==> src/rtl/mcr_pkg.sv <==
// Package for the midpoint circle rasterizer.
// Holds register-map codes, the index of the last point of a step and the queue flag type.
// No dependencies.
`default_nettype none

package mcr_pkg;

    // Register file address width (three 32-bit registers at 0, 4, 8)
    localparam int ADDR_W = 4;

    // Register indexes, taken from paddr[3:2]
    typedef enum logic [1:0] {
        REG_CENTER_X = 2'd0,
        REG_CENTER_Y = 2'd1,
        REG_RADIUS   = 2'd2,
        REG_NONE     = 2'd3
    } t_reg_idx;

    // Index of the last point produced per step
    localparam logic [2:0] OCT_LAST = 3'd7;

    // Queue occupancy flags shared by the front and back ends
    typedef struct packed {
        logic full;
        logic empty;
    } t_q_flags;

endpackage

`default_nettype wire

==> src/rtl/mcr_front.sv <==
// Front end of the circle rasterizer: takes step requests, keeps the
// midpoint iteration state and pushes one command per drawing step.
// Depends on mcr_pkg.
`default_nettype none

module mcr_front #(
    parameter int COORD_BITS = 12
) (
    input  wire                                  i_clk,
    input  wire                                  i_rst_n,
    input  wire                                  i_valid,
    input  wire                                  i_restart,
    output logic                                 o_stall,
    input  wire  [COORD_BITS-1:0]                i_center_x,
    input  wire  [COORD_BITS-1:0]                i_center_y,
    input  wire  [COORD_BITS-2:0]                i_radius,
    input  mcr_pkg::t_q_flags                    i_q_flags,
    output logic                                 o_push,
    output logic [4*COORD_BITS+1:0]              o_push_data
);
    import mcr_pkg::*;

    localparam int XW = COORD_BITS + 1;
    localparam int YW = COORD_BITS;
    localparam int EW = COORD_BITS + 3;

    logic signed [XW-1:0] r_step_x, n_step_x;
    logic        [YW-1:0] r_step_y, n_step_y;
    logic        [XW-1:0] r_x_inc, n_x_inc;
    logic        [XW-1:0] r_y_inc, n_y_inc;
    logic signed [EW-1:0] r_err, n_err;

    logic signed [XW-1:0] x_eff, x_upd;
    logic        [YW-1:0] y_eff, y_upd;
    logic        [XW-1:0] xi_eff, xi_upd;
    logic        [XW-1:0] yi_eff, yi_upd;
    logic signed [EW-1:0] e_eff, e_mid, e_upd, diam;
    logic                 accept;
    logic                 active;
    logic                 done;

    // Accept while the queue has room
    assign o_stall = i_q_flags.full;
    assign accept  = i_valid && !i_q_flags.full;

    // Apply restart ahead of the step
    always_comb begin
        diam = EW'({i_radius, 1'b0});
        if (i_restart) begin
            x_eff  = XW'({2'b00, i_radius}) - XW'(1);
            y_eff  = '0;
            xi_eff = XW'(1);
            yi_eff = XW'(1);
            e_eff  = EW'(1) - diam;
        end else begin
            x_eff  = r_step_x;
            y_eff  = r_step_y;
            xi_eff = r_x_inc;
            yi_eff = r_y_inc;
            e_eff  = r_err;
        end
    end

    // Draw only while x has not dropped below y
    assign active = $signed({x_eff[XW-1], x_eff}) >= $signed({2'b00, y_eff});

    // Midpoint update: y move first, then x move on the updated error
    always_comb begin
        y_upd  = y_eff;
        yi_upd = yi_eff;
        e_mid  = e_eff;
        if (e_eff <= 0) begin
            y_upd  = y_eff + YW'(1);
            e_mid  = e_eff + $signed(EW'(yi_eff));
            yi_upd = yi_eff + XW'(2);
        end
        x_upd  = x_eff;
        xi_upd = xi_eff;
        e_upd  = e_mid;
        if (e_mid > 0) begin
            x_upd  = x_eff - XW'(1);
            xi_upd = xi_eff + XW'(2);
            e_upd  = e_mid + $signed(EW'(xi_eff + XW'(2))) - diam;
        end
        done = $signed({x_upd[XW-1], x_upd}) < $signed({2'b00, y_upd});
    end

    // Next state on an accepted request: restart always takes effect, the step only when drawing
    always_comb begin
        n_step_x = r_step_x;
        n_step_y = r_step_y;
        n_x_inc  = r_x_inc;
        n_y_inc  = r_y_inc;
        n_err    = r_err;
        if (accept) begin
            n_step_x = active ? x_upd  : x_eff;
            n_step_y = active ? y_upd  : y_eff;
            n_x_inc  = active ? xi_upd : xi_eff;
            n_y_inc  = active ? yi_upd : yi_eff;
            n_err    = active ? e_upd  : e_eff;
        end
    end

    always_ff @(posedge i_clk) begin
        if (!i_rst_n) begin
            r_step_x <= '1;
            r_step_y <= '0;
            r_x_inc  <= XW'(1);
            r_y_inc  <= XW'(1);
            r_err    <= '0;
        end else begin
            r_step_x <= n_step_x;
            r_step_y <= n_step_y;
            r_x_inc  <= n_x_inc;
            r_y_inc  <= n_y_inc;
            r_err    <= n_err;
        end
    end

    // Push the snapshot of this step for the back end
    assign o_push      = accept && active;
    assign o_push_data = {i_center_x, i_center_y, x_eff, y_eff, done};

endmodule

`default_nettype wire

==> src/rtl/mcr_queue.sv <==
// Two-entry command queue between the rasterizer front and back ends.
// Depends on mcr_pkg.
`default_nettype none

module mcr_queue #(
    parameter int WIDTH = 50
) (
    input  wire               i_clk,
    input  wire               i_rst_n,
    input  wire               i_push,
    input  wire  [WIDTH-1:0]  i_data,
    input  wire               i_pop,
    output logic [WIDTH-1:0]  o_data,
    output mcr_pkg::t_q_flags o_flags
);
    import mcr_pkg::*;

    logic [WIDTH-1:0] r_mem [2];
    logic             r_wr_ptr;
    logic             r_rd_ptr;
    logic [1:0]       r_count;

    // Store on push
    always_ff @(posedge i_clk) begin
        if (i_push) begin
            r_mem[r_wr_ptr] <= i_data;
        end
    end

    // Advance pointers and count
    always_ff @(posedge i_clk) begin
        if (!i_rst_n) begin
            r_wr_ptr <= 1'b0;
            r_rd_ptr <= 1'b0;
            r_count  <= 2'd0;
        end else begin
            if (i_push) begin
                r_wr_ptr <= ~r_wr_ptr;
            end
            if (i_pop) begin
                r_rd_ptr <= ~r_rd_ptr;
            end
            r_count <= r_count + 2'(i_push) - 2'(i_pop);
        end
    end

    assign o_data        = r_mem[r_rd_ptr];
    assign o_flags.full  = r_count == 2'd2;
    assign o_flags.empty = r_count == 2'd0;

endmodule

`default_nettype wire

==> src/rtl/mcr_back.sv <==
// Back end of the circle rasterizer: walks the eight mirrored points of the
// queued step and holds each in the output register.
// Depends on mcr_pkg.
`default_nettype none

module mcr_back #(
    parameter int COORD_BITS = 12
) (
    input  wire                              i_clk,
    input  wire                              i_rst_n,
    input  wire  [4*COORD_BITS+1:0]          i_cmd,
    input  mcr_pkg::t_q_flags                i_q_flags,
    output logic                             o_pop,
    output logic                             o_valid,
    input  wire                              i_stall,
    output logic signed [COORD_BITS+1:0]     o_point_x,
    output logic signed [COORD_BITS+1:0]     o_point_y,
    output logic [2:0]                       o_octant,
    output logic                             o_last,
    output logic                             o_finished
);
    import mcr_pkg::*;

    localparam int XW = COORD_BITS + 1;
    localparam int YW = COORD_BITS;
    localparam int PW = COORD_BITS + 2;

    logic [COORD_BITS-1:0] cx, cy;
    logic [XW-1:0]         sx;
    logic [YW-1:0]         sy;
    logic                  done;
    logic [PW-1:0]         cx_e, cy_e, x_e, y_e, a, b, px, py;
    logic                  load;

    logic [2:0]            r_oct;
    logic                  r_valid;
    logic signed [PW-1:0]  r_px, r_py;
    logic [2:0]            r_oct_out;
    logic                  r_last, r_fin;

    assign {cx, cy, sx, sy, done} = i_cmd;

    // Mirror the current (x, y) pair for this octant
    always_comb begin
        cx_e = PW'(cx);
        cy_e = PW'(cy);
        x_e  = {sx[XW-1], sx};
        y_e  = PW'(sy);
        a    = r_oct[2] ? y_e : x_e;
        b    = r_oct[2] ? x_e : y_e;
        px   = r_oct[1] ? cx_e - a : cx_e + a;
        py   = r_oct[0] ? cy_e + b : cy_e - b;
    end

    // Load a point when the output register is free or being drained
    assign load  = !i_q_flags.empty && (!r_valid || !i_stall);
    assign o_pop = load && (r_oct == OCT_LAST);

    always_ff @(posedge i_clk) begin
        if (!i_rst_n) begin
            r_oct   <= '0;
            r_valid <= 1'b0;
        end else begin
            if (load) begin
                r_oct <= r_oct + 3'd1;
            end
            r_valid <= load || (r_valid && i_stall);
        end
    end

    // Output payload, held while stalled
    always_ff @(posedge i_clk) begin
        if (load) begin
            r_px      <= $signed(px);
            r_py      <= $signed(py);
            r_oct_out <= r_oct;
            r_last    <= r_oct == OCT_LAST;
            r_fin     <= (r_oct == OCT_LAST) && done;
        end
    end

    assign o_valid    = r_valid;
    assign o_point_x  = r_px;
    assign o_point_y  = r_py;
    assign o_octant   = r_oct_out;
    assign o_last     = r_last;
    assign o_finished = r_fin;

endmodule

`default_nettype wire

==> src/rtl/midpoint_circle_rasterizer.sv <==
// Top level of the midpoint circle rasterizer: register file, front end,
// command queue and point back end. Depends on mcr_pkg, mcr_front,
// mcr_queue and mcr_back.
//
//  channel  | direction | handshake           | payload
//  ---------+-----------+---------------------+-------------------------------
//  step     | in        | i_valid / o_stall   | i_restart
//  point    | out       | o_valid / i_stall   | o_point_x/y, o_octant, o_last,
//           |           |                     | o_finished
//  config   | in        | psel/penable/pready | paddr, pwdata, prdata
//
// A step request is taken whenever the two-entry command queue has room.
// Each drawing step yields eight points, one per cycle through the output
// register while i_stall is low, so the single point port limits the step
// rate. A step with the circle complete gives no point. Reset (i_rst_n low,
// synchronous) clears the registers and the iteration state; no clearing
// pass follows. An output stall holds the current point; the front keeps
// taking steps until the queue fills.
`default_nettype none

module midpoint_circle_rasterizer #(
    parameter int COORD_BITS = 12
) (
    input  wire                              i_clk,
    input  wire                              i_rst_n,
    // step requests
    input  wire                              i_valid,
    output logic                             o_stall,
    input  wire                              i_restart,
    // points
    output logic                             o_valid,
    input  wire                              i_stall,
    output logic signed [COORD_BITS+1:0]     o_point_x,
    output logic signed [COORD_BITS+1:0]     o_point_y,
    output logic [2:0]                       o_octant,
    output logic                             o_last,
    output logic                             o_finished,
    // configuration
    input  wire                              psel,
    input  wire                              penable,
    input  wire                              pwrite,
    input  wire  [mcr_pkg::ADDR_W-1:0]       paddr,
    input  wire  [31:0]                      pwdata,
    output logic [31:0]                      prdata,
    output logic                             pready
);
    import mcr_pkg::*;

    localparam int CB = COORD_BITS;
    localparam int QW = 4 * CB + 2;

    logic [CB-1:0] r_center_x;
    logic [CB-1:0] r_center_y;
    logic [CB-2:0] r_radius;
    t_reg_idx      reg_idx;
    logic          cfg_wr;

    t_q_flags      q_flags;
    logic          push, pop;
    logic [QW-1:0] push_data, head_data;

    // Register file
    assign pready  = 1'b1;
    assign reg_idx = t_reg_idx'(paddr[3:2]);
    assign cfg_wr  = psel && penable && pwrite;

    always_ff @(posedge i_clk) begin
        if (!i_rst_n) begin
            r_center_x <= '0;
            r_center_y <= '0;
            r_radius   <= '0;
        end else if (cfg_wr) begin
            unique case (reg_idx)
                REG_CENTER_X: r_center_x <= pwdata[CB-1:0];
                REG_CENTER_Y: r_center_y <= pwdata[CB-1:0];
                REG_RADIUS:   r_radius   <= pwdata[CB-2:0];
                default: ;
            endcase
        end
    end

    // Read back
    always_comb begin
        unique case (reg_idx)
            REG_CENTER_X: prdata = 32'(r_center_x);
            REG_CENTER_Y: prdata = 32'(r_center_y);
            REG_RADIUS:   prdata = 32'(r_radius);
            default:      prdata = '0;
        endcase
    end

    mcr_front #(
        .COORD_BITS(CB)
    ) u_front (
        .i_clk       (i_clk),
        .i_rst_n     (i_rst_n),
        .i_valid     (i_valid),
        .i_restart   (i_restart),
        .o_stall     (o_stall),
        .i_center_x  (r_center_x),
        .i_center_y  (r_center_y),
        .i_radius    (r_radius),
        .i_q_flags   (q_flags),
        .o_push      (push),
        .o_push_data (push_data)
    );

    mcr_queue #(
        .WIDTH(QW)
    ) u_queue (
        .i_clk   (i_clk),
        .i_rst_n (i_rst_n),
        .i_push  (push),
        .i_data  (push_data),
        .i_pop   (pop),
        .o_data  (head_data),
        .o_flags (q_flags)
    );

    mcr_back #(
        .COORD_BITS(CB)
    ) u_back (
        .i_clk      (i_clk),
        .i_rst_n    (i_rst_n),
        .i_cmd      (head_data),
        .i_q_flags  (q_flags),
        .o_pop      (pop),
        .o_valid    (o_valid),
        .i_stall    (i_stall),
        .o_point_x  (o_point_x),
        .o_point_y  (o_point_y),
        .o_octant   (o_octant),
        .o_last     (o_last),
        .o_finished (o_finished)
    );

    // Finished only ever marks the closing point of a step
    a_fin_on_last: assert property (@(posedge i_clk) disable iff (!i_rst_n)
        o_valid && o_finished |-> o_last && o_octant == OCT_LAST)
        else $error("finished flag away from the last point");

    // The points of one step follow without gaps
    a_step_contiguous: assert property (@(posedge i_clk) disable iff (!i_rst_n)
        o_valid && !i_stall && !o_last |=> o_valid && o_octant == $past(o_octant) + 3'd1)
        else $error("gap or skip inside a step");

    // A queued step never gets lost: the queue never pushes while full
    a_no_overflow: assert property (@(posedge i_clk) disable iff (!i_rst_n)
        q_flags.full |-> !push)
        else $error("command pushed into a full queue");

endmodule

`default_nettype wire

==> config.mk <==
export PLATFORM = sky130hd
export DESIGN_NAME = midpoint_circle_rasterizer
export DESIGN_NICKNAME = d
export VERILOG_FILES = /design/src/rtl/mcr_pkg.sv /design/src/rtl/mcr_front.sv /design/src/rtl/mcr_queue.sv /design/src/rtl/mcr_back.sv /design/src/rtl/midpoint_circle_rasterizer.sv
export SDC_FILE = /design/constraint.sdc
export NUM_CORES = 1
export LEC_CHECK = 0
export ABC_AREA = 1
export BUFFER_PORTS_ARGS = -buffer_cell sky130_fd_sc_hd__buf_2
export CAP_MARGIN = 20
export CORE_ASPECT_RATIO = 0.8
export CORE_MARGIN = 1.5
export CORE_UTILIZATION = 30
export CTS_CLUSTER_SIZE = 28
export DETAILED_ROUTE_END_ITERATION = 8
export GPL_TIMING_DRIVEN = 0
export HOLD_SLACK_MARGIN = 0.05
export PLACE_DENSITY_LB_ADDON = 0.25
export SYNTH_ARGS = -nofsm -noshare
export SYNTH_HDL_FRONTEND = slang
export SYNTH_SLANG_ARGS = --single-unit
==> constraint.sdc <==
create_clock -name i_clk -period 7.94 [get_ports i_clk]
set_input_delay 1.985 -clock i_clk [delete_from_list [all_inputs] [get_ports i_clk]]
set_output_delay 1.985 -clock i_clk [all_outputs]
set_load 0.05 [all_outputs]
==> impl_results.md <==
* Path depth of the worst reg2reg path at 28
* Port Buffers at 68
* Minimum clock period after layout at 7360 ps
* Remaining antenna violation count after routing at 0
* Max H-tree Level at 1
* Floorplan core area at 50,100 um2
* RSZ-0062 raised after global routing: false
* Synth Cell Area at 15,300 um2
* Largest net degree at the start of global routing at 31
* Root Driver: clkbuf_16
* Skew-Pair Late Insertion Delay at 550 ps
* Setup violators final at 0
* Type of the worst setup path: primary input to flop
* Worst-Margin Slew at 1050 ps
* Avg Inst Size Synth at 7.84 um2
* Grt ovf at 0
* Critical Path Most Common Cell: nand2_1
* Leakage at 0.00742 uW
* RR Startpoint: r_radius[1]
* Worst Hold End: u_front.r_y_inc[0]
* Slew HR at 30.2%
* CP max stage cell: buf_2
* WHS Path Cells at 2
* Final hold vios at 0
* Status: complete, no violations
* Initial antenna violation count at 0
* Drt wl/cell at 17.2 um
* Reg-to-reg slack, setup at 2320 ps
* Die area at 52,500 um2
* Yosys top cell area share at 26.0%
* Die extent in x at 256 um
* Die Ht at 205 um
* Max clock buf depth at 3
* Hold Path Class: flop to flop
* Max incr delay on CP at 600 ps
* Fin. max-slew vios at 0
* First-pass detailed-route iteration total at 5
* Asr flop ratio synth at 0%
* Setup TNS at 0 ps
* Final-stage net count at 2,219
* Clock Pin Slew Worst Setup and Hold Paths at 70 ps
* Initial DRC count at 1,078
* CP Max Fanout at 19
* Most area-consuming cells after synthesis: edfxtp_1, dfxtp_1, nand2_1
* Row cnt at 73
* Synth area leader: edfxtp_1
* Power density cells at 221 nW/um2
* Highest clock rate at 136 MHz
* Ys flop type: edfxtp_1
* Number of synthesized flops with an enable pin at 133
* Initial Util at 30.7%
* Hold Crit Start: u_front.r_y_inc[0]
* Startpoint types: primary input
* Vias in the first global route at 12,400
* Peak VDD IR at 0.128 mV
* CTS Buf Count at 26
* Routed wire length at 47,600 um
* Placed Area at 16,700 um2
* Netlist cell types at 49
* Sequential-to-total area share from yosys stat at 40.4%
* DP HPWL at 37,600 um
* Crit share post-route at 92.6%
* First-pass GRT wire length at 72,700 um
* Placer's final routability congestion estimate at 0.968
* CTS tree: built
* Max_cap viols at 0
* Data required time of the worst path at 8430 ps
* Post-synthesis cell count at 1,958
* Most common cell after layout, fill and taps aside: nand2_1
* Synth warn at 0
* Post-layout instance area at 17,600 um2
* Area grow syn2layout at 14.6%
* N_diodes at 0
* CP arrival at 7840 ps
* Clock Skew at 9.12 ps
* Layout cells sized above 1 at 10.3%
* DR vias at 13,500
* Crit end category: flop
* Number of remaining DRC errors at 0
* Most frequent cells in the layout: nand2_1, inv_1, nor2_1
* Number of synthesized register bits at 243
* Routed vias/inst at 4.87
* Total clock sinks at 243
* Reg-to-Reg End: u_front.r_err[14]
* IO Count at 112
* Global Route Usage Sum at 17.9%
sequential cells by signal (all words and copies together) (netlist names), named ones only:
signal             cells
u_back.o_finished      1
r_center_y            12
u_back.o_point_y      14
u_queue.r_rd_ptr       1
u_front.r_err         15
u_front.r_step_y      12
r_radius              11
r_center_x            12
u_queue.r_mem        100
u_queue.r_wr_ptr       1
u_back.o_valid         1
u_front.r_x_inc       13
u_back.o_last          1
u_back.o_point_x      14
u_back.o_octant        3
u_queue.r_count        2
u_front.r_step_x      13
u_front.r_y_inc       13
u_back.r_oct           3
how the worst max path moves through the flow:
stage	start	end	cells past startpoint
4_1_cts	i_restart	u_front.r_err[14]	30
2_1_floorplan	i_restart	u_queue.r_mem[1][0]	18
5_1_grt	i_restart	u_front.r_err[14]	29
3_3_place_gp	i_restart	u_queue.r_mem[1][42]	19
3_5_place_dp	i_restart	u_front.r_err[14]	31
6_report	i_restart	u_front.r_err[14]	29
cells by family (layout without fill, tap and decap cells):
| group | after synthesis | count (layout) | synth area share [%] |
|---|---|---|---|
| flops | 243 | 243 | 40.4 |
| buf+inv | 320 | 438 | 8.68 |
| other cells | 2 | 21 | 0.0489 |
| mux | 15 | 15 | 0.978 |
| simple gates | 788 | 788 | 21.7 |
| fa+ha+maj | 99 | 99 | 8.76 |
| xor+xnor | 95 | 95 | 5.42 |
| compound gates | 396 | 396 | 14.1 |
synth_stat cells, types with 16 or more instances:
master	count
buf_4	21
clkbuf_1	52
dfxtp_1	110
o211ai_1	28
o21ai_0	143
edfxtp_1	133
xnor2_1	32
nor3_1	20
a21oi_1	164
nand4_1	16
nand2_1	437
nor2_1	174
inv_1	210
nand3_1	94
o21ai_1	23
ha_1	85
xor2_1	63
through the flow:
stage	worst slack [ps]	hold slack [ps]	total power, uW	cells	utilization [%]
2_1_floorplan	763	417	2340	1977	-
3_3_place_gp	-2840	425	2630	2720	33.2
3_5_place_dp	-913	433	2650	2725	33.4
4_1_cts	179	449	3900	2771	35.1
5_1_grt	158	477	4100	2770	35.1
6_report	584	450	3880	2770	35.1
layer usage:
layer	wire length (um)	vias up	global-route usage (%)
met5	0	-	0
met4	1150	0	4.54
met3	2960	66	2.65
met2	20100	395	27.2
met1	23400	6346	26.5
li1	-	6693	-
where the power goes:
group	switching (uW)	internal, uW	leakage, uW
Combinational	785	389	0.00492
Sequential	32.1	1430	0.00208
Clock	531	718	0.000417
Total	1350	2530	0.00742
critical path: cells and delay by family:
family                     cells  cell delay [ps]
xor gates and xnor gates       1              130
and+or+nand+nor               11             1130
buffers and inverters          5             1490
AOI/OAI and AO/OA              9             1920
adders and majority gates      3             1170
area by class of cell:
type | count | area, um2
fill | 5283 | 32500
clock inverter | 15 | 166
buffer | 88 | 464
timing repair buffer | 73 | 450
sequential | 243 | 6200
clock buffer | 32 | 693
multi-input combinational | 1414 | 7900
tap | 675 | 845
inverter | 230 | 866
repair_timing:
action                                  4_1_cts  5_1_grt
setup buffers                                 0        0
pin swaps                                     0        0
hold buffers                                  0        0
resized for setup                             2        3
gates cloned                                  0        0
endpoints found under the setup margin        3        2
Power figures use the tool's default switching activity.
